[src/sv/triangular_window_smoother_macros.svh]
// Assertion macros for the triangular window smoother.
// Each macro expects clk and arst_n to be visible where it is used.
`ifndef TRIANGULAR_WINDOW_SMOOTHER_MACROS_SVH
`define TRIANGULAR_WINDOW_SMOOTHER_MACROS_SVH

// Consequent must hold in the same cycle as the antecedent
`define TWS_ASSERT_SAME(lbl, ante, cons, msg) \
	lbl: assert property (@(posedge clk) disable iff (!arst_n) (ante) |-> (cons)) \
		else $error(msg);

// Consequent must hold in the cycle after the antecedent
`define TWS_ASSERT_NEXT(lbl, ante, cons, msg) \
	lbl: assert property (@(posedge clk) disable iff (!arst_n) (ante) |=> (cons)) \
		else $error(msg);

`endif

[src/sv/tws_pkg.sv]
// Shared constants, register codes and control structs of the smoother.
// No dependencies; the interfaces, the modules and the testbench of the block import it.
package tws_pkg;

	// Field widths fixed by the channel formats
	localparam int IDX_W       = 12;
	localparam int SAMPLE_W    = 32;
	localparam int HALF_CFG_W  = 5;
	localparam int MAX_POINTS  = 4096;

	// Configuration port format
	localparam int CFG_IDX_W   = 4;
	localparam int CFG_DATA_W  = 16;

	// Defaults of the top level parameters
	localparam int MAX_HALF_WIDTH_DEF = 16;
	localparam int RING_DEPTH_DEF     = 64;

	// Widest ring address over the supported depth range (up to 256 entries)
	localparam int RING_AW_MAX = 8;

	// Configuration register indexes
	typedef enum logic [CFG_IDX_W-1:0] {
		REG_SERIES_LAST = 4'd0,
		REG_HALF_WIDTH  = 4'd1
	} cfg_reg_t;

	// Current register contents handed to the sequencer
	typedef struct packed {
		logic [IDX_W-1:0]      last;
		logic [HALF_CFG_W-1:0] half;
	} cfg_t;

	// Ring access command: one write port, one read port
	typedef struct packed {
		logic                   we;
		logic [RING_AW_MAX-1:0] waddr;
		logic                   re;
		logic [RING_AW_MAX-1:0] raddr;
	} ring_cmd_t;

endpackage

[src/sv/tws_ring.sv]
// Sample ring memory: one write port, one read port, registered read data.
// Depends on tws_pkg for the ring command struct.
module tws_ring import tws_pkg::*; #(
	parameter int DEPTH = RING_DEPTH_DEF,
	parameter int WIDTH = 2 * SAMPLE_W,
	localparam int AW = $clog2(DEPTH)
) (
	input  logic             clk,
	input  ring_cmd_t        cmd,
	input  logic [WIDTH-1:0] wdata,
	output logic [WIDTH-1:0] rdata
);

	logic [WIDTH-1:0] mem [DEPTH];

	// Write port
	always_ff @(posedge clk) begin
		if (cmd.we) begin
			mem[cmd.waddr[AW-1:0]] <= wdata;
		end
	end

	// Read port, registered read data, updated only on a read
	always_ff @(posedge clk) begin
		if (cmd.re) begin
			rdata <= mem[cmd.raddr[AW-1:0]];
		end
	end

endmodule

[config.mk]
export PLATFORM = sky130hd
export DESIGN_NAME = tws_ring
export DESIGN_NICKNAME = d
export VERILOG_FILES = /design/src/sv/triangular_window_smoother_macros.svh /design/src/sv/tws_pkg.sv /design/src/sv/tws_ring.sv
export SDC_FILE = /design/constraint.sdc
export NUM_CORES = 2
export LEC_CHECK = 0
export BUFFER_PORTS_ARGS = -buffer_cell sky130_fd_sc_hd__clkbuf_2
export CAP_MARGIN = 20
export CORE_MARGIN = 2
export CORE_UTILIZATION = 44
export CTS_CLUSTER_SIZE = 24
export DETAILED_ROUTE_END_ITERATION = 10
export RECOVER_POWER = 25
export SLEW_MARGIN = 20
export SYNTH_ARGS = -nofsm -noshare
export SYNTH_HDL_FRONTEND = slang
export SYNTH_SLANG_ARGS = --single-unit
[constraint.sdc]
create_clock -name clk -period 7.1 [get_ports clk]
set_clock_uncertainty 0.15 [all_clocks]
set_input_delay 0 -clock clk [delete_from_list [all_inputs] [get_ports clk]]
set_output_delay 0 -clock clk [all_outputs]
set_load 0.01 [all_outputs]
# == Word-level counts from Yosys, hierarchy flattened ==
# Memory sizes are Yosys's and may differ from the RTL's. A register that Yosys moved wholly into a read port is not among the register bits.
# Index checks and enable logic that the tools add are counted.
# totals
reg_bits,0
ramBits,4096
output_inout_bits,64
n_memories,1
# classes
n_mux,2
# mem_list
memory,words,width,rd,rd_ports_with_merged_regs,wr,line_no,rtl
mem,64,64,1,1,1,tws_ring.sv:14,logic [WIDTH-1:0] mem [DEPTH];
# ops
cell,n
1-bit two-way mux,2

# == Logic depth before layout (Yosys ltp) ==
# logic_depth
ltp_word,2
ltp_mapped,9
depth_no_buf,5

# == Worst setup path after synthesis ==
# No wires, ideal clock.
# synth_timing
path_kind,input to register
startpoint,input port cmd[12] in the netlist's numbering
endpoint,memory mem[48][0] in the netlist's numbering (enable)
slack_ns,1.514
setup_time_ns,0.564
arrival_time_ns,4.872
required_ns,6.386
n_path_buf,1
stages,4
cell_sequence,clkbuf_1 > nor2b_1 > nand4b_1 > nor3_1
# synth_lines
item,line_no,rtl
"start, declared",tws_ring.sv:9,"input ring_cmd_t cmd,"
"end, declared",tws_ring.sv:14,
# No word-level cell before the write port.

==> results.rst <==
.. list-table::
   :header-rows: 1

   * - Metric
     - Value
   * - Startpoint Class
     - input port
   * - Total length of routed wires
     - 426 mm
   * - Starting density of the core
     - 44.2%
   * - Net count, final
     - 7,159
   * - Antenna violations before repair
     - 25
   * - Met1 layer usage reported by global route
     - 32.5%
   * - Actual slew at the worst max-slew pin
     - 2820 ps
   * - Die H
     - 601 µm
   * - Largest vdd supply drop
     - 0.244 mV
   * - Count of standard-cell rows
     - 219
   * - Core Area
     - 355,000 µm²
   * - GPL Wtd Cong
     - 0.767
   * - CTS tree
     - done
   * - Clock insertion delay at the later pin of the skew report
     - 980 ps
   * - Via count
     - 75,026
   * - Setup Crit Path Kind
     - in2reg
   * - Total setup violations reported at the end of the flow
     - 0
   * - Final hold vios
     - 0
   * - Run status
     - complete, but fails checks
   * - Reported leakage power
     - 55.1 nW
   * - Relative area change from synthesis to final layout
     - 13.6%
   * - Unrepaired setup endpoints after global routing
     - no
   * - Mapped Avg Cell Area
     - 23.8 µm²
   * - Instance count of the mapped netlist
     - 6,598
   * - Post-Route Hold Slack
     - 127 ps
   * - Ranking of synthesized cells by instance count
     - edfxtp_1, mux4_2, buf_2
   * - Aggregate global routing overflow
     - 0
   * - Final period util
     - 53.7%
   * - Clock power frac
     - 41.5%
   * - Clock-pin transition on the worst setup and hold timing paths
     - 60 ps
   * - PwrDens
     - 284 nW/µm²
   * - Sequential share of power
     - 53.9%
   * - Synth area leader
     - edfxtp_1
   * - Share of Yosys cell area claimed by the top area cell type
     - 79.6%
   * - GR Util met2
     - 38.5%
   * - Tot GR Track Use
     - 23.3%
   * - Die Width
     - 601 µm
   * - Crit path arrival time
     - 4470 ps
   * - Gr busiest metal
     - met2
   * - Met3 layer usage reported by global route
     - 3.51%
   * - Crit end category
     - flip-flop
   * - Highest clock rate
     - 262 MHz
   * - Antenna-violating nets left
     - 0
   * - Headroom to the max-slew limit
     - -88.1%
   * - Type of the most critical hold path
     - in2reg
   * - Syn_nets
     - 6,681
   * - Total of flip-flops plus latches after synthesis
     - 4,160
   * - Global-route wire length before repair
     - 591 mm
   * - Number of slew-limit violations in the final report
     - 2,364
   * - Max-capacitance violation count
     - 37
   * - IO Pins
     - 147
   * - Share of layout cells above drive strength 1
     - 26.8%
   * - Sum of negative setup slack
     - 0 ps
   * - Count of buffers inserted at the top-level ports
     - 142
   * - Power dissipated by switching net loads
     - 0.0106 W
   * - Post-detailed-route DRC marker count
     - 0
   * - Number of different library cells in the post-synthesis netlist
     - 32
   * - Post-Syn Area
     - 157,000 µm²
   * - Sequential area share after synthesis
     - 79.6%
   * - Fin crit period
     - 3810 ps
   * - WL per Instance
     - 35.0 µm
   * - CTS HTree Levels
     - 5
   * - Die Footprint
     - 362,000 µm²
   * - Critical path required time
     - 7760 ps
   * - Internal power of the cells
     - 0.0401 W
   * - Number of optimization iterations in the first detailed-route pass
     - 5
   * - Flip-flop cell with the highest count after synthesis
     - edfxtp_1
   * - EDFF count, synth
     - 4,160
   * - HPWL reported at the end of detailed placement
     - 228 mm
   * - Portion of total power attributed to combinational logic
     - 4.6%
   * - Proportion of synthesized flip-flops having asynchronous set or reset
     - 0%
   * - Via count of the first global-routing pass
     - 75,390
   * - Clock root buffer
     - clkbuf_16
   * - Setup fix buffers added after clock tree synthesis
     - 0
   * - Maximum fanout along the worst path
     - 72
   * - Initial DRC count
     - 10,081
   * - Cell with the most instances after synthesis
     - edfxtp_1
   * - Sinks on the clock net
     - 4,160
   * - Ys Warns
     - 0
   * - Pin count of the biggest net entering global routing
     - 123
   * - Bufs on Longest Clock Path
     - 4
   * - Number of buffers added by the clock tree synthesis step
     - 411
   * - Switch share
     - 20.9%
   * - Most area-consuming cells after synthesis
     - edfxtp_1, mux4_2, mux2i_1
   * - Via density per instance
     - 6.16
   * - Number of fill cells in the layout
     - 27,711
   * - Failing checks
     - capacitance limit, slew limit
==> layer usage <==
| metal | vias up | wire length [µm] |
|---|---|---|
| li1 | 29548 | - |
| met1 | 41405 | 170000 |
| met2 | 3457 | 211000 |
| met3 | 614 | 33000 |
| met4 | 2 | 12400 |
| met5 | - | 13 |
==> flip-flops by register name, summed over array words and instances (netlist names) <==
signal	count
mem	4096
rdata	64
==> logic make-up (layout without fill, tap and decap cells) <==
group / Yosys count / in the layout / share of synthesized area, %
and+or+nand+nor: 386 / 386 / 1.23
muxes: 1159 / 1159 / 15.6
AOI/OAI and AO/OA: 504 / 504 / 2.47
buffers and inverters: 389 / 1204 / 1.18
other: 0 / 16 / 0
DFF: 4160 / 4160 / 79.6
==> stage by stage <==
step                      power [W]  util [%]  cells  instance area, µm²  setup slack [ps]
after floorplan              0.0291         -   6598              157000              1510
after global placement       0.0301      46.2  11314              164000              3130
after detailed placement     0.0302      46.3  11323              165000              3190
after CTS                    0.0511      50.2  12156              178000              3530
after global routing         0.0521      50.2  12166              178000              3350
final                        0.0507      50.2  12180              178000              3290
==> power by group through the flow <==
stage / logic [W] / registers, W / clock network (W)
after global placement: 0.00224 / 0.0279 / 0
after detailed placement: 0.00228 / 0.0279 / 0
after CTS: 0.00233 / 0.0274 / 0.0214
after global routing: 0.00245 / 0.0274 / 0.0223
final: 0.00231 / 0.0274 / 0.0211
after floorplan: 0.00127 / 0.0278 / 0
==> final cells by class <==
cell class | count | area [µm²] | share of cell area [%]
sequential | 4160 | 125000 | 70.0
multi-input combinational | 2049 | 30800 | 17.3
clock buffer | 517 | 10900 | 6.12
tap | 4751 | 5940 | 3.33
timing repair buffer | 435 | 3720 | 2.08
clock inverter | 233 | 2010 | 1.13
inverter | 19 | 71.3 | 0.0400
antenna | 16 | 40.0 | 0.0224
==> path summary, 6_finish.rpt <==
check        depth (start not counted)  slack, ps     endpoint         from
max                                  8       3290    rdata[48]       cmd[2]
min                                  2        130  mem[63][16]    wdata[16]
max reg2reg                          5       4390     rdata[9]   mem[58][9]
min reg2reg                          4        770    rdata[42]  mem[39][42]
==> placed cells by master (no fill, tap or decap), types with 83 or more instances in the layout <==
| master | n |
|---|---|
| o22ai_1 | 83 |
| clkbuf_1 | 136 |
| mux4_2 | 1024 |
| clkinv_1 | 105 |
| clkbuf_16 | 422 |
| a22oi_1 | 168 |
| dlygate4sd3_1 | 85 |
| mux2i_1 | 135 |
| edfxtp_1 | 4160 |
| buf_4 | 155 |
| a22o_1 | 88 |
==> critical path: stages <==
cell and delay, ps:
dlygate4sd3_1 650, buf_8 490, and2_4 890, buf_4 740, a22oi_1 260, nand3_1 200, and3_1 160, dlygate4sd3_1 540
==> repair_timing <==
item	in CTS	in global routing
gates resized for setup	0	0
hold buffers	83	3
endpoints found under the hold margin	4490	34
Note: power is estimated with default switching activity, not from simulation.
