### src/sv/triangular_window_smoother_macros.svh
// Assertion macros for the triangular window smoother.
// Each macro expects clk and arst_n to be visible where it is used.
`ifndef TRIANGULAR_WINDOW_SMOOTHER_MACROS_SVH
`define TRIANGULAR_WINDOW_SMOOTHER_MACROS_SVH

// Consequent must hold in the same cycle as the antecedent
`define TWS_ASSERT_SAME(lbl, ante, cons, msg) \
	lbl: assert property (@(posedge clk) disable iff (!arst_n) (ante) |-> (cons)) \
		else $error(msg);

// Consequent must hold in the cycle after the antecedent
`define TWS_ASSERT_NEXT(lbl, ante, cons, msg) \
	lbl: assert property (@(posedge clk) disable iff (!arst_n) (ante) |=> (cons)) \
		else $error(msg);

`endif

### src/sv/tws_pkg.sv
// Shared constants, register codes and control structs of the smoother.
// No dependencies; the interfaces, the modules and the testbench of the block import it.
package tws_pkg;

	// Field widths fixed by the channel formats
	localparam int IDX_W       = 12;
	localparam int SAMPLE_W    = 32;
	localparam int HALF_CFG_W  = 5;
	localparam int MAX_POINTS  = 4096;

	// Configuration port format
	localparam int CFG_IDX_W   = 4;
	localparam int CFG_DATA_W  = 16;

	// Defaults of the top level parameters
	localparam int MAX_HALF_WIDTH_DEF = 16;
	localparam int RING_DEPTH_DEF     = 64;

	// Widest ring address over the supported depth range (up to 256 entries)
	localparam int RING_AW_MAX = 8;

	// Configuration register indexes
	typedef enum logic [CFG_IDX_W-1:0] {
		REG_SERIES_LAST = 4'd0,
		REG_HALF_WIDTH  = 4'd1
	} cfg_reg_t;

	// Current register contents handed to the sequencer
	typedef struct packed {
		logic [IDX_W-1:0]      last;
		logic [HALF_CFG_W-1:0] half;
	} cfg_t;

	// Ring access command: one write port, one read port
	typedef struct packed {
		logic                   we;
		logic [RING_AW_MAX-1:0] waddr;
		logic                   re;
		logic [RING_AW_MAX-1:0] raddr;
	} ring_cmd_t;

endpackage

### src/sv/tws_div.sv
// Signed-by-unsigned long divider, two quotient bits per cycle, truncating toward zero.
// Depends on tws_pkg for default widths.
module tws_div import tws_pkg::*; #(
	parameter int NUM_W = SAMPLE_W + 2 * $clog2(MAX_HALF_WIDTH_DEF + 1) + 1,
	parameter int DEN_W = 2 * $clog2(MAX_HALF_WIDTH_DEF + 1),
	parameter int QUO_W = SAMPLE_W
) (
	input  logic                    clk,
	input  logic                    arst_n,
	input  logic                    start,
	input  logic signed [NUM_W-1:0] num,
	input  logic [DEN_W-1:0]        den,
	output logic                    done,
	output logic [QUO_W-1:0]        quo
);

	localparam int STEPS = (NUM_W + 1) / 2;
	localparam int MAG_W = 2 * STEPS;
	localparam int CW    = $clog2(STEPS + 1);

	logic             busy_q;
	logic             done_q;
	logic [CW-1:0]    cnt_q;
	logic             neg_q;
	logic [DEN_W-1:0] den_q;
	logic [MAG_W-1:0] mag_q;
	logic [DEN_W:0]   rem_q;
	logic [MAG_W-1:0] mag_nx;
	logic [DEN_W:0]   rem_nx;
	logic [NUM_W-1:0] num_mag;

	// Magnitude of the dividend
	assign num_mag = num[NUM_W-1] ? (~num + 1'b1) : num;

	// Two restoring steps per cycle: shift in a bit, subtract if it fits
	always_comb begin
		rem_nx = rem_q;
		mag_nx = mag_q;
		for (int i = 0; i < 2; i++) begin
			rem_nx = {rem_nx[DEN_W-1:0], mag_nx[MAG_W-1]};
			mag_nx = {mag_nx[MAG_W-2:0], 1'b0};
			if (rem_nx >= {1'b0, den_q}) begin
				rem_nx    = rem_nx - {1'b0, den_q};
				mag_nx[0] = 1'b1;
			end
		end
	end

	// Step counter and done pulse
	always_ff @(posedge clk or negedge arst_n) begin
		if (!arst_n) begin
			busy_q <= 1'b0;
			done_q <= 1'b0;
			cnt_q  <= '0;
		end else begin
			done_q <= 1'b0;
			if (start) begin
				busy_q <= 1'b1;
				cnt_q  <= CW'(STEPS - 1);
			end else if (busy_q) begin
				if (cnt_q == '0) begin
					busy_q <= 1'b0;
					done_q <= 1'b1;
				end else begin
					cnt_q <= cnt_q - 1'b1;
				end
			end
		end
	end

	// Dividend, remainder and operand latches
	always_ff @(posedge clk) begin
		if (start) begin
			mag_q <= MAG_W'(num_mag);
			rem_q <= '0;
			neg_q <= num[NUM_W-1];
			den_q <= den;
		end else if (busy_q) begin
			mag_q <= mag_nx;
			rem_q <= rem_nx;
		end
	end

	// Restore the sign of the quotient
	assign quo  = neg_q ? QUO_W'(~mag_q + 1'b1) : QUO_W'(mag_q);
	assign done = done_q;

endmodule

### config.mk
export PLATFORM = sky130hd
export DESIGN_NAME = tws_div
export DESIGN_NICKNAME = d
export VERILOG_FILES = /design/src/sv/triangular_window_smoother_macros.svh /design/src/sv/tws_pkg.sv /design/src/sv/tws_div.sv
export SDC_FILE = /design/constraint.sdc
export NUM_CORES = 1
export LEC_CHECK = 0
export CAP_MARGIN = 25
export CORE_MARGIN = 2
export CORE_UTILIZATION = 59
export DETAILED_ROUTE_END_ITERATION = 7
export DONT_BUFFER_PORTS = 1
export GPL_ROUTABILITY_DRIVEN = 1
export PLACE_DENSITY_LB_ADDON = 0.05
export SYNTH_ARGS = -nofsm -noshare
export SYNTH_HDL_FRONTEND = slang
export SYNTH_SLANG_ARGS = --single-unit
### constraint.sdc
create_clock -name clk -period 5.33 [get_ports clk]
set_input_delay 0.533 -clock clk [delete_from_list [all_inputs] [get_ports clk]]
set_output_delay 0.533 -clock clk [all_outputs]
set_load 0.05 [all_outputs]
; Word-level counts from Yosys, hierarchy flattened
; Index checks and enable logic that the tools add are counted.
[totals]
out_inout_bits = 33
inputBits = 56
regBits = 72
wordCells = 38
[op_classes]
n_reduce_logical = 3
n_eq_ne = 1
order_cmp = 2
n_bitwise = 2
n_addsub = 5
muxes = 17
[op_table]
columns = cell, n
row1 = $mux W43, 3
row2 = $add A43 B1 Y43 const B, 1
row3 = $not A43 Y43, 1
row4 = $add A32 B1 Y32 const B, 1
row5 = $mux W32, 1
row6 = $not A32 Y32, 1
row7 = $ge A11 B10 Y1, 2
row8 = $mux W10, 2
row9 = $sub A10 B10 Y10, 2
row10 = $mux W5, 3
row11 = $mux W1, 8
row12 = $logic_not A5 Y1, 1
row13 = $sub A5 B1 Y5 const B, 1
row14 = $ne A2 B2 Y1 const B, 1
row15 = $reduce_and A2 Y1, 1
row16 = $reduce_bool A2 Y1, 1

; Depth between registers and ports, before layout
[logic_depth]
word_depth = 6
mapped_depth = 17

; Least setup slack after synthesis
; No wires, ideal clock.
[synth_timing]
path_kind = register to register
start = reg den_q[4]
end = reg rem_q[5]
stages_incl_launch_ff = 17
required_ns = 5.208
setup_slack_ns = 1.530
arrival_time_ns = 3.678
path_cell_list = edfxtp_1 inv_1 ha_1 clkbuf_1 a21oi_1 o211ai_1 a22oi_1 o21ai_2 mux2_2 ha_1 nand2_1 a21o_1 a31o_2 a21oi_1 o21a_1 nor2_1 a311o_1
[synth_between]
elab_chain_cells = 4
elab_cells_between_ends = 6
[synth_rtl]
columns = item, line
row1 = start: declaration, tws_div.sv:25  ; logic [DEN_W-1:0] den_q;
row2 = start signal: assignment, tws_div.sv:77  ; den_q <= den;
row3 = $sub A10 B10 Y10 / $ge A11 B10 Y1 (equally long branches), "tws_div.sv:43, tws_div.sv:42"
row4 = $mux W10, tws_div.sv:42  ; if (rem_nx >= {1'b0, den_q}) begin
row5 = $sub A10 B10 Y10 / $ge A11 B10 Y1 (equally long branches), "tws_div.sv:43, tws_div.sv:42"
row6 = $mux W10 (*), tws_div.sv:42
row7 = end signal: assignment, tws_div.sv:80  ; rem_q <= rem_nx;
row8 = end: declaration, tws_div.sv:27  ; logic [DEN_W:0] rem_q;
; Every way passes the cells marked *; elsewhere a longest branch is shown, timed or not.
; A chain may end at the register's enable or synchronous reset.

; Worst setup path after layout
; Ends and elaborated chain as after synthesis.

==> metrics.md <==
| Metric | Value |
|---|---|
| Share of cells above drive strength 1 | 8.93% |
| Largest net degree at the start of global routing | ~110 |
| Setup Skew | approximately 0.013 ns |
| Area occupied by multi-input gates | 3200 um^2 |
| Via count | about 4,500 |
| Most used cell, CP | a21oi_1 |
| Worst min path class | in -> reg |
| Post-synth EDFFs | 54 |
| Critical path destination | rem_q[5]$_SDFFE_PP0P_ |
| Leak | around 2.1 nW |
| Register area | between 2000 and 2500 um^2 |
| RR Startpoint | den_q[4]$_DFFE_PP_ |
| Final nets | ~700 |
| GRT Util Overall | about 27% |
| Tmin final | ~4.3 ns |
| IO Pins | 89 |
| Fin. Hold Viols | 0 |
| Sequential share of the synthesized area | 37.1% |
| Gr ovfl total | 0 |
| Ys flop type | edfxtp_1 |
| CP Capture Type | register |
| Synth Instances | between 500 and 600 |
| Crit-path cells | inv_1 -> ha_1 -> a21oi_1 -> o211ai_1 -> a22oi_1 -> o21ai_2 -> mux2_2 -> ha_1 -> a21oi_1 -> a31o_2 -> a21oi_1 -> o21ai_1 -> a21oi_1 -> a311o_1 |
| Yosys warns | 0 |
| Overall routed net length | between 10,000 and 15,000 um |
| CP max stage delay | about 0.51 ns |
| Outcome | complete, no violations |
| Bufs and invs on worst path | 1 |
| Met2 Use GR | 45.1% |
| Crit path kind | reg -> reg |
| Starting density of the core | 59.9% |
| Slowest CP cell | o21ai_1 |
| Critical path launch point type | register |
| Sink Count | 72 |
| Final cycle utilization of the critical path | between 70% and 80% |
| Fillers | around 770 |
| Inserted Diodes | 0 |
| Fin. max-slew vios | 0 |
| Vias per Instance | approximately 6.3 |
| RSZ-0062 raised after global routing | no |
| Vias in the first global route | around 4,300 |
| Avg WL per Cell | about 18 um |
| Final instance area | about 5800 um^2 |
| CP top delay family | compound AO/OA/AOI/OAI gates |
| CP Launch Point | den_q[4]$_DFFE_PP_ |
| R2R Setup Slk | 1.07 ns |
| Max cap viols | 0 |
| Synthesis-to-finish area growth | 6.01% |
| Gpl congestion | ~0.85 |
| Worst R2R End | rem_q[5]$_SDFFE_PP0P_ |
| Synth Area in Simple Gates | 17.9% |
| Avg Inst Size Synth | about 9.1 um^2 |
| Post-synthesis xor/xnor area fraction | around an eighth |
| CP Depth | 14 |
| Gr busiest metal | met2 |
| Worst Path Arrival | between 4 and 5 ns |
| Die X | 99.9 um |
| Met1 Use GR | between 30% and 40% |
| TNS Setup | 0 ns |
| Die ar. | around 10000 um^2 |
| Yosys cell types | between 60 and 70 |
| FF+latch count, synth | 72 |
| IR drop worst, VDD | roughly 0.17 mV |
| Multiplexer area fraction after synthesis | between 2 and 2.5% |
| Detail Placement HPWL | 9550 um |
| CTS clk-pin slew, worst paths | 0.08 ns |
| Post-Syn Nets | between 600 and 700 |
| Root buf cell | clkbuf_8 |
| Worst skew pair latency | 0.37 ns |
| DRC viols | 0 |
| Global-route wire length before repair | between 20,000 and 25,000 um |
| DP Worst Slack | approximately 1.2 ns |
| Slew margin rel. | between 20% and 30% |
| Final setup vio count | 0 |
| Final non-filler cell total | ~700 |
| Port bufs | 0 |
| Initial antenna violation count | 0 |
| Share of synthesized registers carrying an async set or reset | about a tenth |
| Routed Antenna Nets | 0 |
| Largest family of logic cells by synthesized area | compound AO/OA/AOI/OAI gates |
| Dpl cell area | 5560 um^2 |
| FMAX | around 230 MHz |
| Mapped Area | around 5400 um^2 |
| Synth Area in Compound Gates | 19.4% |
| Adder-cell share of the synthesized area | under 10% |
| Clock buffer depth | 2 |
| Total CTS buffers | 9 |
| Drt first-iter violations | 254 |
| Power per cell area | about 440 nW/um^2 |
| CP Max Fanout | 10 |
| H-tree level count | 3 |
| CTS tree | yes |
| Global routing met3 resource utilization | 7.24% |
| Worst-Margin Slew | about 1.1 ns |
| CORE AREA | 9060 um^2 |
| R2R depth | 14 |
| Critical Path RT | around 5.6 ns |
| Site Rows | 35 |
| Post-CTS Setup Inserts | 0 |
| DRT Pass-1 Iters | 5 |
| Cell count after placement | approximately 700 |
| Die H | 99.9 um |
| Worst setup slack after layout | 1.07 ns |
==> Yosys cell counts, types with 3 or more instances <==
cell      instances  area (um^2)
o211ai_1          7         52.6
or4_1            11         82.6
mux2i_1           3         30.0
mux2_2            8         90.1
dfrtp_1           7          175
nor2_1           68          255
a211oi_1          3         22.5
dfxtp_1          11          220
xor2_1           38          333
or3_1             6         37.5
nand3_1           6         30.0
nand2b_1          8         50.1
o21ai_0          25          125
nor4_1            6         37.5
or4_4             3         33.8
o31ai_1          18          135
inv_1            30          113
a21o_1            3         22.5
nand3b_1          3         22.5
ha_1             24          300
xnor2_1          44          385
nand2_1          40          150
edfxtp_1         54         1620
nor3_1           11         55.1
a21oi_1          60          300
o311ai_0          3         26.3
a31oi_1           5         31.3
o41ai_1          13          114
nand4_1          12         75.1
or3_2             3         22.5
clkbuf_1         22         82.6
==> worst min-delay path by stage <==
stage | from | endpoint | cells after the start
2_1_floorplan | arst_n | busy_q$_DFF_PN0_ | 0
3_3_place_gp | arst_n | cnt_q[1]$_DFFE_PN0P_ | 0
3_5_place_dp | arst_n | cnt_q[1]$_DFFE_PN0P_ | 0
4_1_cts | start | cnt_q[3]$_DFFE_PN0P_ | 1
5_1_grt | den[2] | den_q[2]$_DFFE_PP_ | 0
6_report | den[2] | den_q[2]$_DFFE_PP_ | 0
==> layout make-up <==
cell class              count  area share, %
inverters                  30           1.96
clock buffers              11           2.46
multi-input cells         473           55.6
well taps                 111           2.41
clock inverters             5          0.696
repair buffers             14           1.87
flip-flops and latches     72           35.0
==> cells in the final DEF, fill, tap and decap left out, types with 8 or more instances in the layout <==
cell / count
edfxtp_1: 54
dfxtp_1: 11
buf_4: 13
a21oi_1: 60
nand4_1: 12
inv_1: 30
xor2_1: 38
ha_1: 24
mux2_2: 8
o41ai_1: 13
nor2_1: 68
nand2_1: 40
clkbuf_8: 10
nor3_1: 11
nand2b_1: 8
or4_1: 11
o21ai_0: 24
xnor2_1: 44
o31ai_1: 18
==> state kept, by name, summed over array words and instances, names as in the netlist <==
signal  flops
mag_q      44
den_q      10
rem_q      10
cnt_q       5
busy_q      1
done        1
neg_q       1
==> per-stage QoR <==
| step | hold WS (ns) | util (%) | power [W] |
|---|---|---|---|
| final | 0.255 | 63.5 | 0.00252 |
| after global routing | 0.228 | 63.5 | 0.00268 |
| after CTS | 0.207 | 63.4 | 0.00251 |
| after detailed placement | 0.238 | 61.3 | 0.00209 |
| after global placement | 0.238 | 60.7 | 0.00204 |
| after floorplan | 0.237 | - | 0.00184 |
==> worst reg2reg max path, cell delays in order, from the launching register on <==
cell	delay [ns]
edfxtp_1	0.33
inv_1	0.06
ha_1	0.39
a21oi_1	0.12
o211ai_1	0.26
a22oi_1	0.14
o21ai_2	0.47
mux2_2	0.42
ha_1	0.35
a21oi_1	0.24
a31o_2	0.23
a21oi_1	0.13
o21ai_1	0.51
a21oi_1	0.15
a311o_1	0.34
==> per-layer routing <==
metal	wire length, um	part of all wire, %
met1	5560	42
met2	6400	49
met3	837	6.4
met4	336	2.6
met5	0	0
==> logic make-up (layout without fill, tap and decap cells) <==
family,after synthesis,count (layout)
buffers and inverters,54,60
flip-flops,72,72
AO/OA/AOI/OAI,162,162
multiplexers,11,11
AND/OR/NAND/NOR,192,192
adder cells (fa/ha/maj),26,26
XOR/XNOR,82,82
==> power breakdown <==
group | switching (W) | total (W) | internal [W]
combinational | 0.000794 | 0.00129 | 0.000496
clock | 0.000236 | 0.000421 | 0.000186
sequential | 0.000102 | 0.000806 | 0.000704
total | 0.00113 | 0.00252 | 0.00139
==> timing repair <==
item                                   CTS  global route
endpoints found under the hold margin    7             0
hold buffers                             1             0
gates resized for setup                  0             0
Power figures use the tool's default switching activity.
