**src/sv/triangular_window_smoother_macros.svh**
```systemverilog
// Assertion macros for the triangular window smoother.
// Each macro expects clk and arst_n to be visible where it is used.
`ifndef TRIANGULAR_WINDOW_SMOOTHER_MACROS_SVH
`define TRIANGULAR_WINDOW_SMOOTHER_MACROS_SVH

// Consequent must hold in the same cycle as the antecedent
`define TWS_ASSERT_SAME(lbl, ante, cons, msg) \
	lbl: assert property (@(posedge clk) disable iff (!arst_n) (ante) |-> (cons)) \
		else $error(msg);

// Consequent must hold in the cycle after the antecedent
`define TWS_ASSERT_NEXT(lbl, ante, cons, msg) \
	lbl: assert property (@(posedge clk) disable iff (!arst_n) (ante) |=> (cons)) \
		else $error(msg);

`endif

```
**src/sv/tws_pkg.sv**
```systemverilog
// Shared constants, register codes and control structs of the smoother.
// No dependencies; the interfaces, the modules and the testbench of the block import it.
package tws_pkg;

	// Field widths fixed by the channel formats
	localparam int IDX_W       = 12;
	localparam int SAMPLE_W    = 32;
	localparam int HALF_CFG_W  = 5;
	localparam int MAX_POINTS  = 4096;

	// Configuration port format
	localparam int CFG_IDX_W   = 4;
	localparam int CFG_DATA_W  = 16;

	// Defaults of the top level parameters
	localparam int MAX_HALF_WIDTH_DEF = 16;
	localparam int RING_DEPTH_DEF     = 64;

	// Widest ring address over the supported depth range (up to 256 entries)
	localparam int RING_AW_MAX = 8;

	// Configuration register indexes
	typedef enum logic [CFG_IDX_W-1:0] {
		REG_SERIES_LAST = 4'd0,
		REG_HALF_WIDTH  = 4'd1
	} cfg_reg_t;

	// Current register contents handed to the sequencer
	typedef struct packed {
		logic [IDX_W-1:0]      last;
		logic [HALF_CFG_W-1:0] half;
	} cfg_t;

	// Ring access command: one write port, one read port
	typedef struct packed {
		logic                   we;
		logic [RING_AW_MAX-1:0] waddr;
		logic                   re;
		logic [RING_AW_MAX-1:0] raddr;
	} ring_cmd_t;

endpackage

```
**src/sv/tws_in_if.sv**
```systemverilog
// Sample input channel: valid/ready handshake with one complex sample.
// Depends on tws_pkg for the sample width.
interface tws_in_if import tws_pkg::*; ();
	logic                       valid;
	logic                       ready;
	logic signed [SAMPLE_W-1:0] real_sample;
	logic signed [SAMPLE_W-1:0] imag_sample;

	modport source (output valid, output real_sample, output imag_sample, input ready);
	modport sink (input valid, input real_sample, input imag_sample, output ready);
endinterface

```
**src/sv/tws_out_if.sv**
```systemverilog
// Result channel: valid/ready handshake with one smoothed sample and its flags.
// Depends on tws_pkg for the index and sample widths.
interface tws_out_if import tws_pkg::*; ();
	logic                       valid;
	logic                       ready;
	logic [IDX_W-1:0]           sample_index;
	logic signed [SAMPLE_W-1:0] real_smoothed;
	logic signed [SAMPLE_W-1:0] imag_smoothed;
	logic                       run_last;
	logic                       series_end;

	modport source (output valid, output sample_index, output real_smoothed,
		output imag_smoothed, output run_last, output series_end, input ready);
	modport sink (input valid, input sample_index, input real_smoothed,
		input imag_smoothed, input run_last, input series_end, output ready);
endinterface

```
**src/sv/tws_seq.sv**
```systemverilog
// Sequencer of the smoother: index counters, window walk over the ring, tap MAC,
// divider hand-off and the output register. Depends on tws_pkg, the sample and result
// channel interfaces and the assertion macro header.
`include "triangular_window_smoother_macros.svh"

module tws_seq import tws_pkg::*; #(
	parameter int MAX_HALF_WIDTH = MAX_HALF_WIDTH_DEF,
	parameter int RING_DEPTH = RING_DEPTH_DEF,
	localparam int LW = $clog2(MAX_HALF_WIDTH + 1),
	localparam int ACC_W = SAMPLE_W + 2 * LW + 1,
	localparam int DIV_W = 2 * LW
) (
	input  logic                    clk,
	input  logic                    arst_n,
	input  cfg_t                    cfg_regs,
	tws_in_if.sink                  samples,
	tws_out_if.source               results,
	output ring_cmd_t               ring_cmd,
	output logic [2*SAMPLE_W-1:0]   ring_wdata,
	input  logic [2*SAMPLE_W-1:0]   ring_rdata,
	output logic                    div_start,
	output logic signed [ACC_W-1:0] div_num_re,
	output logic signed [ACC_W-1:0] div_num_im,
	output logic [DIV_W-1:0]        div_den,
	input  logic                    div_done,
	input  logic [SAMPLE_W-1:0]     quo_re,
	input  logic [SAMPLE_W-1:0]     quo_im
);

	localparam int AW = $clog2(RING_DEPTH);
	localparam int TW = LW + 1;
	localparam int NW = $clog2(MAX_HALF_WIDTH + 2);
	localparam logic [AW-1:0] RING_TOP = AW'(RING_DEPTH - 1);

	typedef enum logic [7:0] {
		ST_IDLE   = 8'b0000_0001,
		ST_SCAN   = 8'b0000_0010,
		ST_RD     = 8'b0000_0100,
		ST_TAP    = 8'b0000_1000,
		ST_DRAIN  = 8'b0001_0000,
		ST_DSTART = 8'b0010_0000,
		ST_DWAIT  = 8'b0100_0000,
		ST_PUSH   = 8'b1000_0000
	} seq_state_t;

	seq_state_t                 state_q;
	logic [IDX_W-1:0]           icnt_q;
	logic [IDX_W-1:0]           ocnt_q;
	logic [AW-1:0]              wptr_q;
	logic [AW-1:0]              optr_q;
	logic [AW-1:0]              taddr_q;
	logic [IDX_W-1:0]           last_q;
	logic                       end_q;
	logic [NW-1:0]              n_q;
	logic [LW-1:0]              l_q;
	logic                       rl_q;
	logic [TW-1:0]              tap_q;
	logic [DIV_W-1:0]           d_q;
	logic signed [ACC_W-1:0]    acc_re_q;
	logic signed [ACC_W-1:0]    acc_im_q;
	logic [LW-1:0]              w_s1;
	logic                       mac_v_s1;
	logic [SAMPLE_W-1:0]        res_re_q;
	logic [SAMPLE_W-1:0]        res_im_q;
	logic                       out_valid_q;
	logic [IDX_W-1:0]           out_idx_q;
	logic [SAMPLE_W-1:0]        out_re_q;
	logic [SAMPLE_W-1:0]        out_im_q;
	logic                       out_rl_q;
	logic                       out_se_q;

	logic [LW-1:0]              h_sat;
	logic [IDX_W-1:0]           last_eff;
	logic [LW-1:0]              l_cur;
	logic [LW-1:0]              l_nxt;
	logic [LW-1:0]              l_m1;
	logic [IDX_W-1:0]           m_nxt;
	logic [IDX_W:0]             reach_cur;
	logic [IDX_W:0]             reach_nxt;
	logic                       ok_cur;
	logic                       ok_nxt;
	logic [AW-1:0]              start_addr;
	logic [TW-1:0]              tap_end;
	logic [LW-1:0]              w_nx;
	logic                       in_xfer;
	logic                       out_load;
	logic signed [SAMPLE_W-1:0] rd_re;
	logic signed [SAMPLE_W-1:0] rd_im;
	logic signed [SAMPLE_W+TW:0] prod_re;
	logic signed [SAMPLE_W+TW:0] prod_im;

	// Half width at index m of a series ending at lst; zero means pass through
	function automatic logic [LW-1:0] win_half(input logic [IDX_W-1:0] m,
		input logic [IDX_W-1:0] lst, input logic [LW-1:0] h);
		logic [LW-1:0] r;
		r = h;
		if (m == '0) begin
			r = '0;
		end else begin
			if ((m - 1'b1) < IDX_W'(r)) begin
				r = LW'(m - 1'b1);
			end
			if (m > lst) begin
				r = '0;
			end else if ((lst - m) < IDX_W'(r)) begin
				r = LW'(lst - m);
			end
		end
		return r;
	endfunction

	// Advance a ring pointer with wrap
	function automatic logic [AW-1:0] ring_inc(input logic [AW-1:0] p);
		return (p == RING_TOP) ? '0 : p + 1'b1;
	endfunction

	// Saturate the register fields
	always_comb begin
		if (int'(cfg_regs.half) > MAX_HALF_WIDTH) begin
			h_sat = LW'(MAX_HALF_WIDTH);
		end else begin
			h_sat = LW'(cfg_regs.half);
		end
		if (int'(cfg_regs.last) > MAX_POINTS - 1) begin
			last_eff = IDX_W'(MAX_POINTS - 1);
		end else begin
			last_eff = cfg_regs.last;
		end
	end

	// Decide whether the next pending output and the one after it are complete
	always_comb begin
		l_cur     = win_half(ocnt_q, last_q, h_sat);
		m_nxt     = ocnt_q + 1'b1;
		l_nxt     = win_half(m_nxt, last_q, h_sat);
		reach_cur = {1'b0, ocnt_q} + (IDX_W+1)'(l_cur);
		reach_nxt = {1'b0, m_nxt} + (IDX_W+1)'(l_nxt);
		ok_cur    = (ocnt_q <= icnt_q) && (int'(n_q) < MAX_HALF_WIDTH + 1)
			&& (reach_cur <= {1'b0, icnt_q});
		ok_nxt    = (ocnt_q < icnt_q) && (int'(n_q) + 1 < MAX_HALF_WIDTH + 1)
			&& (reach_nxt <= {1'b0, icnt_q});
	end

	// First ring address of the window, l-1 entries back from the center
	always_comb begin
		l_m1 = l_cur - 1'b1;
		if (int'(optr_q) >= int'(l_m1)) begin
			start_addr = AW'(int'(optr_q) - int'(l_m1));
		end else begin
			start_addr = AW'(int'(optr_q) + RING_DEPTH - int'(l_m1));
		end
	end

	// Tap weight rises 1..l then falls back to 1
	always_comb begin
		tap_end = {l_q, 1'b0} - TW'(2);
		if (tap_q < TW'(l_q) - TW'(1)) begin
			w_nx = LW'(tap_q + TW'(1));
		end else begin
			w_nx = LW'({l_q, 1'b0} - TW'(1) - tap_q);
		end
	end

	// Handshakes
	assign in_xfer        = samples.valid && samples.ready;
	assign samples.ready  = (state_q == ST_IDLE);
	assign out_load       = (state_q == ST_PUSH) && (!out_valid_q || results.ready);

	// Ring access: the write lands in the accept cycle, reads only in later states
	assign ring_cmd.we    = in_xfer;
	assign ring_cmd.waddr = RING_AW_MAX'(wptr_q);
	assign ring_cmd.re    = ((state_q == ST_SCAN) && ok_cur && (l_cur == '0))
		|| (state_q == ST_TAP);
	assign ring_cmd.raddr = (state_q == ST_TAP) ? RING_AW_MAX'(taddr_q) : RING_AW_MAX'(optr_q);
	assign ring_wdata     = {samples.imag_sample, samples.real_sample};
	assign rd_re          = ring_rdata[SAMPLE_W-1:0];
	assign rd_im          = ring_rdata[2*SAMPLE_W-1:SAMPLE_W];

	// Divider hand-off
	assign div_start  = (state_q == ST_DSTART);
	assign div_num_re = acc_re_q;
	assign div_num_im = acc_im_q;
	assign div_den    = d_q;

	// Sequencer and counters
	always_ff @(posedge clk or negedge arst_n) begin
		if (!arst_n) begin
			state_q  <= ST_IDLE;
			icnt_q   <= '0;
			ocnt_q   <= '0;
			wptr_q   <= '0;
			optr_q   <= '0;
			taddr_q  <= '0;
			last_q   <= '0;
			end_q    <= 1'b0;
			n_q      <= '0;
			l_q      <= '0;
			rl_q     <= 1'b0;
			tap_q    <= '0;
			mac_v_s1 <= 1'b0;
		end else begin
			mac_v_s1 <= (state_q == ST_TAP);
			case (state_q)
				ST_IDLE: begin
					if (in_xfer) begin
						// An input at or past the last index closes the series
						if (icnt_q >= last_eff) begin
							last_q <= icnt_q;
							end_q  <= 1'b1;
						end else begin
							last_q <= last_eff;
							end_q  <= 1'b0;
						end
						n_q     <= '0;
						state_q <= ST_SCAN;
					end
				end
				ST_SCAN: begin
					if (!ok_cur) begin
						// Nothing more to emit for this input: close the step
						if (end_q) begin
							icnt_q <= '0;
							ocnt_q <= '0;
							wptr_q <= '0;
							optr_q <= '0;
						end else begin
							icnt_q <= icnt_q + 1'b1;
							wptr_q <= ring_inc(wptr_q);
						end
						state_q <= ST_IDLE;
					end else begin
						l_q  <= l_cur;
						rl_q <= !ok_nxt;
						if (l_cur == '0) begin
							state_q <= ST_RD;
						end else begin
							taddr_q <= start_addr;
							tap_q   <= '0;
							state_q <= ST_TAP;
						end
					end
				end
				ST_RD: begin
					state_q <= ST_PUSH;
				end
				ST_TAP: begin
					taddr_q <= ring_inc(taddr_q);
					tap_q   <= tap_q + 1'b1;
					if (tap_q == tap_end) begin
						state_q <= ST_DRAIN;
					end
				end
				ST_DRAIN: begin
					state_q <= ST_DSTART;
				end
				ST_DSTART: begin
					state_q <= ST_DWAIT;
				end
				ST_DWAIT: begin
					if (div_done) begin
						state_q <= ST_PUSH;
					end
				end
				ST_PUSH: begin
					if (out_load) begin
						n_q    <= n_q + 1'b1;
						ocnt_q <= ocnt_q + 1'b1;
						optr_q <= ring_inc(optr_q);
						if (rl_q) begin
							// Last result of this input: close the step
							if (end_q) begin
								icnt_q <= '0;
								ocnt_q <= '0;
								wptr_q <= '0;
								optr_q <= '0;
							end else begin
								icnt_q <= icnt_q + 1'b1;
								wptr_q <= ring_inc(wptr_q);
							end
							state_q <= ST_IDLE;
						end else begin
							state_q <= ST_SCAN;
						end
					end
				end
				default: begin
					state_q <= ST_IDLE;
				end
			endcase
		end
	end

	// Tap products, one per cycle behind the ring read
	assign prod_re = rd_re * $signed({1'b0, w_s1});
	assign prod_im = rd_im * $signed({1'b0, w_s1});

	// Accumulate taps, latch the divisor and the result
	always_ff @(posedge clk) begin
		w_s1 <= w_nx;
		if (state_q == ST_SCAN) begin
			acc_re_q <= '0;
			acc_im_q <= '0;
		end else if (mac_v_s1) begin
			acc_re_q <= acc_re_q + ACC_W'(prod_re);
			acc_im_q <= acc_im_q + ACC_W'(prod_im);
		end
		if (state_q == ST_DRAIN) begin
			d_q <= DIV_W'(l_q) * DIV_W'(l_q);
		end
		if (state_q == ST_RD) begin
			res_re_q <= rd_re;
			res_im_q <= rd_im;
		end else if ((state_q == ST_DWAIT) && div_done) begin
			res_re_q <= quo_re;
			res_im_q <= quo_im;
		end
	end

	// Output register: hold a result until its transfer
	always_ff @(posedge clk or negedge arst_n) begin
		if (!arst_n) begin
			out_valid_q <= 1'b0;
		end else if (out_load) begin
			out_valid_q <= 1'b1;
		end else if (results.ready) begin
			out_valid_q <= 1'b0;
		end
	end

	always_ff @(posedge clk) begin
		if (out_load) begin
			out_idx_q <= ocnt_q;
			out_re_q  <= res_re_q;
			out_im_q  <= res_im_q;
			out_rl_q  <= rl_q;
			out_se_q  <= (ocnt_q == last_q);
		end
	end

	assign results.valid         = out_valid_q;
	assign results.sample_index  = out_idx_q;
	assign results.real_smoothed = out_re_q;
	assign results.imag_smoothed = out_im_q;
	assign results.run_last      = out_rl_q;
	assign results.series_end    = out_se_q;

	// Between inputs the output index trails the input index by at most the maximum half width
	`TWS_ASSERT_SAME(a_lag_bound, state_q == ST_IDLE, (ocnt_q <= icnt_q) && (int'(icnt_q - ocnt_q) <= MAX_HALF_WIDTH), "output index trails input index too far")
	// The divider only finishes while the sequencer waits for it
	`TWS_ASSERT_SAME(a_div_done_wait, div_done, state_q == ST_DWAIT, "divider finished outside the wait state")
	// A full output register blocks the push
	`TWS_ASSERT_NEXT(a_push_held, (state_q == ST_PUSH) && out_valid_q && !results.ready, state_q == ST_PUSH, "result pushed over a waiting one")

endmodule

```
**src/flat_wrapper.sv**
```systemverilog
// flat-port wrapper written by rule: the top's interface ports become plain ports
module tws_seq_flat import tws_pkg::*;
#(
	parameter int MAX_HALF_WIDTH = MAX_HALF_WIDTH_DEF,
	parameter int RING_DEPTH = RING_DEPTH_DEF,
	localparam int LW = $clog2(MAX_HALF_WIDTH + 1),
	localparam int ACC_W = SAMPLE_W + 2 * LW + 1,
	localparam int DIV_W = 2 * LW
)
  (clk, arst_n, cfg_regs, ring_cmd, ring_wdata, ring_rdata, div_start, div_num_re, div_num_im, div_den, div_done, quo_re, quo_im, samples_valid, samples_real_sample, samples_imag_sample, samples_ready, results_valid, results_sample_index, results_real_smoothed, results_imag_smoothed, results_run_last, results_series_end, results_ready);
  tws_in_if samples_i ();
  tws_out_if results_i ();
  input  logic clk;
  input  logic arst_n;
  input  cfg_t cfg_regs;
  output ring_cmd_t ring_cmd;
  output logic [2*SAMPLE_W-1:0] ring_wdata;
  input  logic [2*SAMPLE_W-1:0] ring_rdata;
  output logic div_start;
  output logic signed [ACC_W-1:0] div_num_re;
  output logic signed [ACC_W-1:0] div_num_im;
  output logic [DIV_W-1:0] div_den;
  input  logic div_done;
  input  logic [SAMPLE_W-1:0] quo_re;
  input  logic [SAMPLE_W-1:0] quo_im;
  input wire logic [$bits(samples_i.valid)-1:0] samples_valid;
  input wire logic [$bits(samples_i.real_sample)-1:0] samples_real_sample;
  input wire logic [$bits(samples_i.imag_sample)-1:0] samples_imag_sample;
  output wire logic [$bits(samples_i.ready)-1:0] samples_ready;
  output wire logic [$bits(results_i.valid)-1:0] results_valid;
  output wire logic [$bits(results_i.sample_index)-1:0] results_sample_index;
  output wire logic [$bits(results_i.real_smoothed)-1:0] results_real_smoothed;
  output wire logic [$bits(results_i.imag_smoothed)-1:0] results_imag_smoothed;
  output wire logic [$bits(results_i.run_last)-1:0] results_run_last;
  output wire logic [$bits(results_i.series_end)-1:0] results_series_end;
  input wire logic [$bits(results_i.ready)-1:0] results_ready;
  assign samples_i.valid = samples_valid;
  assign samples_i.real_sample = samples_real_sample;
  assign samples_i.imag_sample = samples_imag_sample;
  assign samples_ready = samples_i.ready;
  assign results_valid = results_i.valid;
  assign results_sample_index = results_i.sample_index;
  assign results_real_smoothed = results_i.real_smoothed;
  assign results_imag_smoothed = results_i.imag_smoothed;
  assign results_run_last = results_i.run_last;
  assign results_series_end = results_i.series_end;
  assign results_i.ready = results_ready;
  tws_seq #(.MAX_HALF_WIDTH(MAX_HALF_WIDTH), .RING_DEPTH(RING_DEPTH)) u_core (.clk(clk), .arst_n(arst_n), .cfg_regs(cfg_regs), .samples(samples_i), .results(results_i), .ring_cmd(ring_cmd), .ring_wdata(ring_wdata), .ring_rdata(ring_rdata), .div_start(div_start), .div_num_re(div_num_re), .div_num_im(div_num_im), .div_den(div_den), .div_done(div_done), .quo_re(quo_re), .quo_im(quo_im));
endmodule
```
**config.mk**
```make
export PLATFORM = sky130hd
export DESIGN_NAME = tws_seq_flat
export DESIGN_NICKNAME = d
export VERILOG_FILES = /design/src/sv/tws_pkg.sv /design/src/sv/tws_in_if.sv /design/src/sv/tws_out_if.sv /design/src/sv/tws_seq.sv /design/src/flat_wrapper.sv
export VERILOG_INCLUDE_DIRS = /design/src /design/src/sv
export SDC_FILE = /design/constraint.sdc
export NUM_CORES = 2
export LEC_CHECK = 0
export BUFFER_PORTS_ARGS = -buffer_cell sky130_fd_sc_hd__buf_2
export CORE_ASPECT_RATIO = 2
export CORE_UTILIZATION = 40
export CTS_CLUSTER_SIZE = 16
export DETAILED_ROUTE_END_ITERATION = 6
export HOLD_SLACK_MARGIN = 0.15
export PLACE_DENSITY_LB_ADDON = 0.1
export SLEW_MARGIN = 10
export SYNTH_ARGS = -nofsm -noshare
export SYNTH_HDL_FRONTEND = slang
export SYNTH_SLANG_ARGS = --single-unit
```
**constraint.sdc**
```tcl
create_clock -name clk -period 22.3 [get_ports clk]
set_clock_uncertainty 0.1 [all_clocks]
set_input_delay 1.115 -clock clk [delete_from_list [all_inputs] [get_ports clk]]
set_output_delay 1.115 -clock clk [all_outputs]
set_load 0.005 [all_outputs]
```
# After elaboration in Yosys (flattened, before gate mapping)

Cells that the tools add are included.

Register bits after elaboration: 325
Input port bits: 214
Output and inout bits: 259
Word-level logic and storage cells: 182

Add/subtract/negate cells: 24
$mul: 3
Order comparisons: 16
Equal/unequal tests: 22
Multiplexer cells: 64
Reduce and logical (&&, ||, !) cells: 28

Operator list:

| operator                                                                       | count |
|---|---|
| 32-bit 2-to-1 mux                                                              | 4 |
| 12-bit 2-to-1 mux                                                              | 10 |
| 6-bit 2-to-1 mux                                                               | 18 |
| 43-bit by 38-bit adder with 43-bit output                                      | 2 |
| 32-bit by 6-bit multiplier with 38-bit output                                  | 2 |
| 5-bit 2-to-1 mux                                                               | 14 |
| 8-bit one-hot mux with 8 select lines                                          | 1 |
| 12-bit by 5-bit less-than comparator with 1-bit output                         | 4 |
| 12-bit one-hot mux with 2 select lines                                         | 2 |
| 6-bit one-hot mux with 2 select lines                                          | 4 |
| 8-bit 2-to-1 mux                                                               | 5 |
| 32-bit by 6-bit less-than comparator with 1-bit output (second input constant) | 1 |
| 6-bit by 1-bit adder with 6-bit output (second input constant)                 | 5 |
| 12-bit by 5-bit adder with 13-bit output                                       | 2 |
| 13-bit by 12-bit less-or-equal comparator with 1-bit output                    | 2 |
| 12-bit by 1-bit adder with 12-bit output (second input constant)               | 2 |
| 12-bit > comparator                                                            | 2 |
| 12-bit zero test                                                               | 2 |
| 12-bit by 1-bit subtractor with 12-bit output (second input constant)          | 2 |
| 12-bit subtractor                                                              | 2 |
| 6-bit equality test (second input constant)                                    | 3 |
| 12-bit equality test                                                           | 1 |
| 12-bit greater-or-equal comparator                                             | 1 |
| 12-bit less-or-equal comparator                                                | 1 |
| 37 further kinds                                                               | 65 |

# Logic depth before layout (Yosys ltp)

Word-level depth: 15
Gate-level depth with buffers: 41
Depth with buffers taken out: 38

# Worst setup path before layout

OpenSTA, ideal clock, no wires.

Path kind: register to output
Start point: register u_core.ocnt_q[0]
End point: output port ring_cmd[8] (netlist name)
Arrival: 7.844 ns
Setup slack: 13.241 ns
Stages on the path, launching flop included: 37
Buffers on the path: 1
Path through: dfrtp_1 clkbuf_1 inv_1 ha_1 inv_1 ha_1 nor4bb_1 o21bai_1 a21o_1 a211oi_4 mux2i_1 ha_1 a21o_1 a21o_1 a211oi_1 nand4_1 nor3_1 o211ai_4 mux2i_1 nor3_1 ha_1 inv_1 fa_1 inv_1 a21oi_1 o21bai_1 a21oi_1 nor2_1 xnor2_1 ha_1 a21o_1 a21o_1 a2111oi_0 a211oi_1 nor3_1 and2_1 or2_2

RTL lines:

| item                     | line               | RTL |
|---|---|---|
| start: declaration       | tws_seq.sv:48      | `logic [IDX_W-1:0] ocnt_q;` |
| start signal: assignment | tws_seq.sv:267     | `ocnt_q <= ocnt_q + 1'b1;` |
| end: declaration         | flat_wrapper.sv:16 | `output ring_cmd_t ring_cmd;` |

==> flow_summary.yaml <==
cts:
  cts_buffers: 37
  clk-insertion-delay-late_ns: 0.58
  root_buffer: "clkbuf_16"
  h-tree-depth: 2
  cts_tree: "built"
  clk_path_buf_depth: 3
  post_cts_resized: 0
  postCtsHoldBufs: 0
  cts_num_sinks: 324
  clk_pin_slew_worst_paths_ns: 0.07
  cts_setup_buffers: 0
global_routing:
  grtUsageTotal_pct: 24.8
  grt_max_degree: 65
  overflow: 0
  grt_pass1_wl_mm: 149
  antenna_found_initial: 4
  grt_pass1_vias: 26700
routing:
  ant_nets: 0
  num_vias: 24700
  vias_per_cell: 5.48
  drt_pass1_iterations: 5
  drt_iter0_drc: 1081
  wl_per_cell_um: 21.5
  drc: 0
  finalWirelength_mm: 96.8
floorplan:
  coreArea_mm2: 0.0771
  row_count: 144
  die_h_um: 397
  start_util_pct: 40.5
  dieArea_mm2: 0.0793
  chipWidth_um: 200
  ios: 473
synthesis:
  ys_warn_count: 0
  synth_seq_area_share_pct: 26.9
  synth_top_family_by_area: "adder cells"
  ys_top_cells_by_count: "nand2_1, ha_1, fa_1"
  ys_ff_latch: 324
  yosysTopAreaCell: "fa_1"
  synth.top_cell.area_share_pct: 18.1
  yosys-top-cells-area: "fa_1, edfxtp_1, ha_1"
  synth_edf_count: 151
  muxShareOfSynthArea_pct: 4.97
  synthDistinctLibCells: 83
  synth_area_mm2: 0.0312
  ys.flop_type: "edfxtp_1"
  ys_async_sr_fraction_pct: 25.3
  synth-adder-area-share_pct: 30.1
  syn_avg_cell_area_um2: 9.67
  synthSimpleGateAreaFrac_pct: 14.9
  synth-xor-area-share_pct: 4.04
  yosysMostFrequentCell: "nand2_1"
  synthCells: 3230
  synth_compound_area_share_pct: 12.7
timing:
  whs_ns: 0.319
  period_needed_ns: 11.05
  setup-violations-final: 0
  hold_violations: 0
  fin_crit_sh_pct: 49.5
  relSlewSlack_pct: 22.0
  tns_ns: 0
  final_max_slew_viol_count: 0
  max_freq_mhz: 90.5
  worstMarginPinSlew_ns: 1.17
  rsz0062_at_grt: "false"
finish:
  layout-drive-gt1-share_pct: 15.3
  layout.nets: 4245
  areaGrowthSynthToFinish_pct: 11.9
  final_area_mm2: 0.0349
worst_setup_path:
  critPathArrivalTime_ns: 9.83
  r2r_slack_ns: 11.93
  r2r-end: "u_core.icnt_q[3]"
  crit_path_end_kind: "output port"
  crit_slowest_cell: "dfrtp_1"
  path_class: "reg2out"
  r2r_start: "u_core.ocnt_q[0]"
  crit_required_ns: 21.09
  reg2reg_depth: 36
  cp-start-kind: "flip-flop"
  critPathMaxStageDelay_ns: 0.81
  cp_max_fo: 20
status:
  status: "finished clean"
hold_path:
  hold_end: "u_core.results.real_smoothed[16]"
  hp-start: "u_core.res_re_q[16]"
  hold_depth: 0
  hold_class: "reg2reg"
flow_run:
  max_cap_viol_count: 0
placement:
  port-buffer-count: 339
  post_dp_cell_area_mm2: 0.0335
  dp_hpwl_mm: 75.9
  place_congestion: 0.916
-- stage by stage --
stage | setup WS [ns] | utilization (%) | instances
after floorplan | 13.24 | - | 3234
after global placement | 11.96 | 43.4 | 4434
after detailed placement | 11.79 | 43.4 | 4434
after CTS | 11.11 | 45.3 | 4501
after global routing | 10.58 | 45.3 | 4502
final | 11.25 | 45.3 | 4505
-- flip-flops by register name, summed over array words and instances, names as in the netlist, 32 cells and up --
register and count:
u_core.div_num_re 43, u_core.res_im_q 32, u_core.results.real_smoothed 32, u_core.results.imag_smoothed 32, u_core.div_num_im 43, u_core.res_re_q 32
-- worst max-delay path: cells and delay by family (launching register included) --
family                     cells  cell delay [ns]
AOI/OAI and AO/OA             14             3.06
xor gates and xnor gates       1             0.14
adders and majority gates      6             1.97
buffers and inverters          6             1.00
DFF                            1             0.81
muxes                          2             0.51
and+or+nand+nor                8             1.76
-- cells by family after synthesis --
family | Yosys count
other | 1
adder cells (fa/ha/maj) | 582
AND/OR/NAND/NOR | 965
XOR/XNOR | 141
AO/OA/AOI/OAI | 617
multiplexers | 146
buffers and inverters | 454
flip-flops | 324
-- placed cells by master (no fill, tap or decap), types with 12 or more instances in the layout --
cell type	instances
and3_1	24
a21o_1	69
o31ai_1	21
dfrtp_1	80
mux2_2	69
nand2b_1	31
a31oi_1	28
o21a_1	34
clkbuf_16	40
ha_1	297
o21ai_0	158
nor2_1	178
edfxtp_1	151
xnor2_1	90
xor2_1	49
o21bai_1	20
and2_1	172
fa_1	283
nor3_1	45
mux2i_1	76
nor2b_1	21
nand2_1	343
nand4_1	29
nor4_1	12
buf_4	23
dfxtp_1	86
or3_1	14
o211ai_1	16
a211oi_1	34
a21oi_1	152
inv_1	268
nand3_1	57
buf_2	338
-- worst max-delay path by stage --
stage / from / end / slack [ns] / cells past startpoint
floorplan: u_core.ocnt_q[0] / ring_cmd[8] / 13.24 / 36
global route: u_core.ocnt_q[0] / ring_cmd[8] / 10.58 / 37
CTS: u_core.ocnt_q[0] / ring_cmd[8] / 11.11 / 37
finish: u_core.ocnt_q[0] / ring_cmd[8] / 11.25 / 37
detailed placement: u_core.ocnt_q[0] / ring_cmd[8] / 11.79 / 37
global placement: u_core.ocnt_q[0] / ring_cmd[8] / 11.96 / 37
-- metal layers --
| layer | wire length (µm) | global-route usage, % |
|---|---|---|
| met5 | 0 | 0 |
| met4 | 6430 | 15.1 |
| met3 | 5200 | 3.92 |
| met2 | 51400 | 46.7 |
| met1 | 33800 | 24.9 |
-- area by class of cell --
cell class                 count  area, µm²
fill                        7563      42200
clock buffer                  49       1080
sequential                   324       8420
inverter                     271       1020
clock inverter                18        360
timing repair buffer         361       1860
multi-input combinational   2456      20900
antenna                        4       10.0
tap                         1022       1280
Power is left out: the tool's default activity adds up to more than one toggle a clock period on the data nets, which glitch-free logic cannot reach.
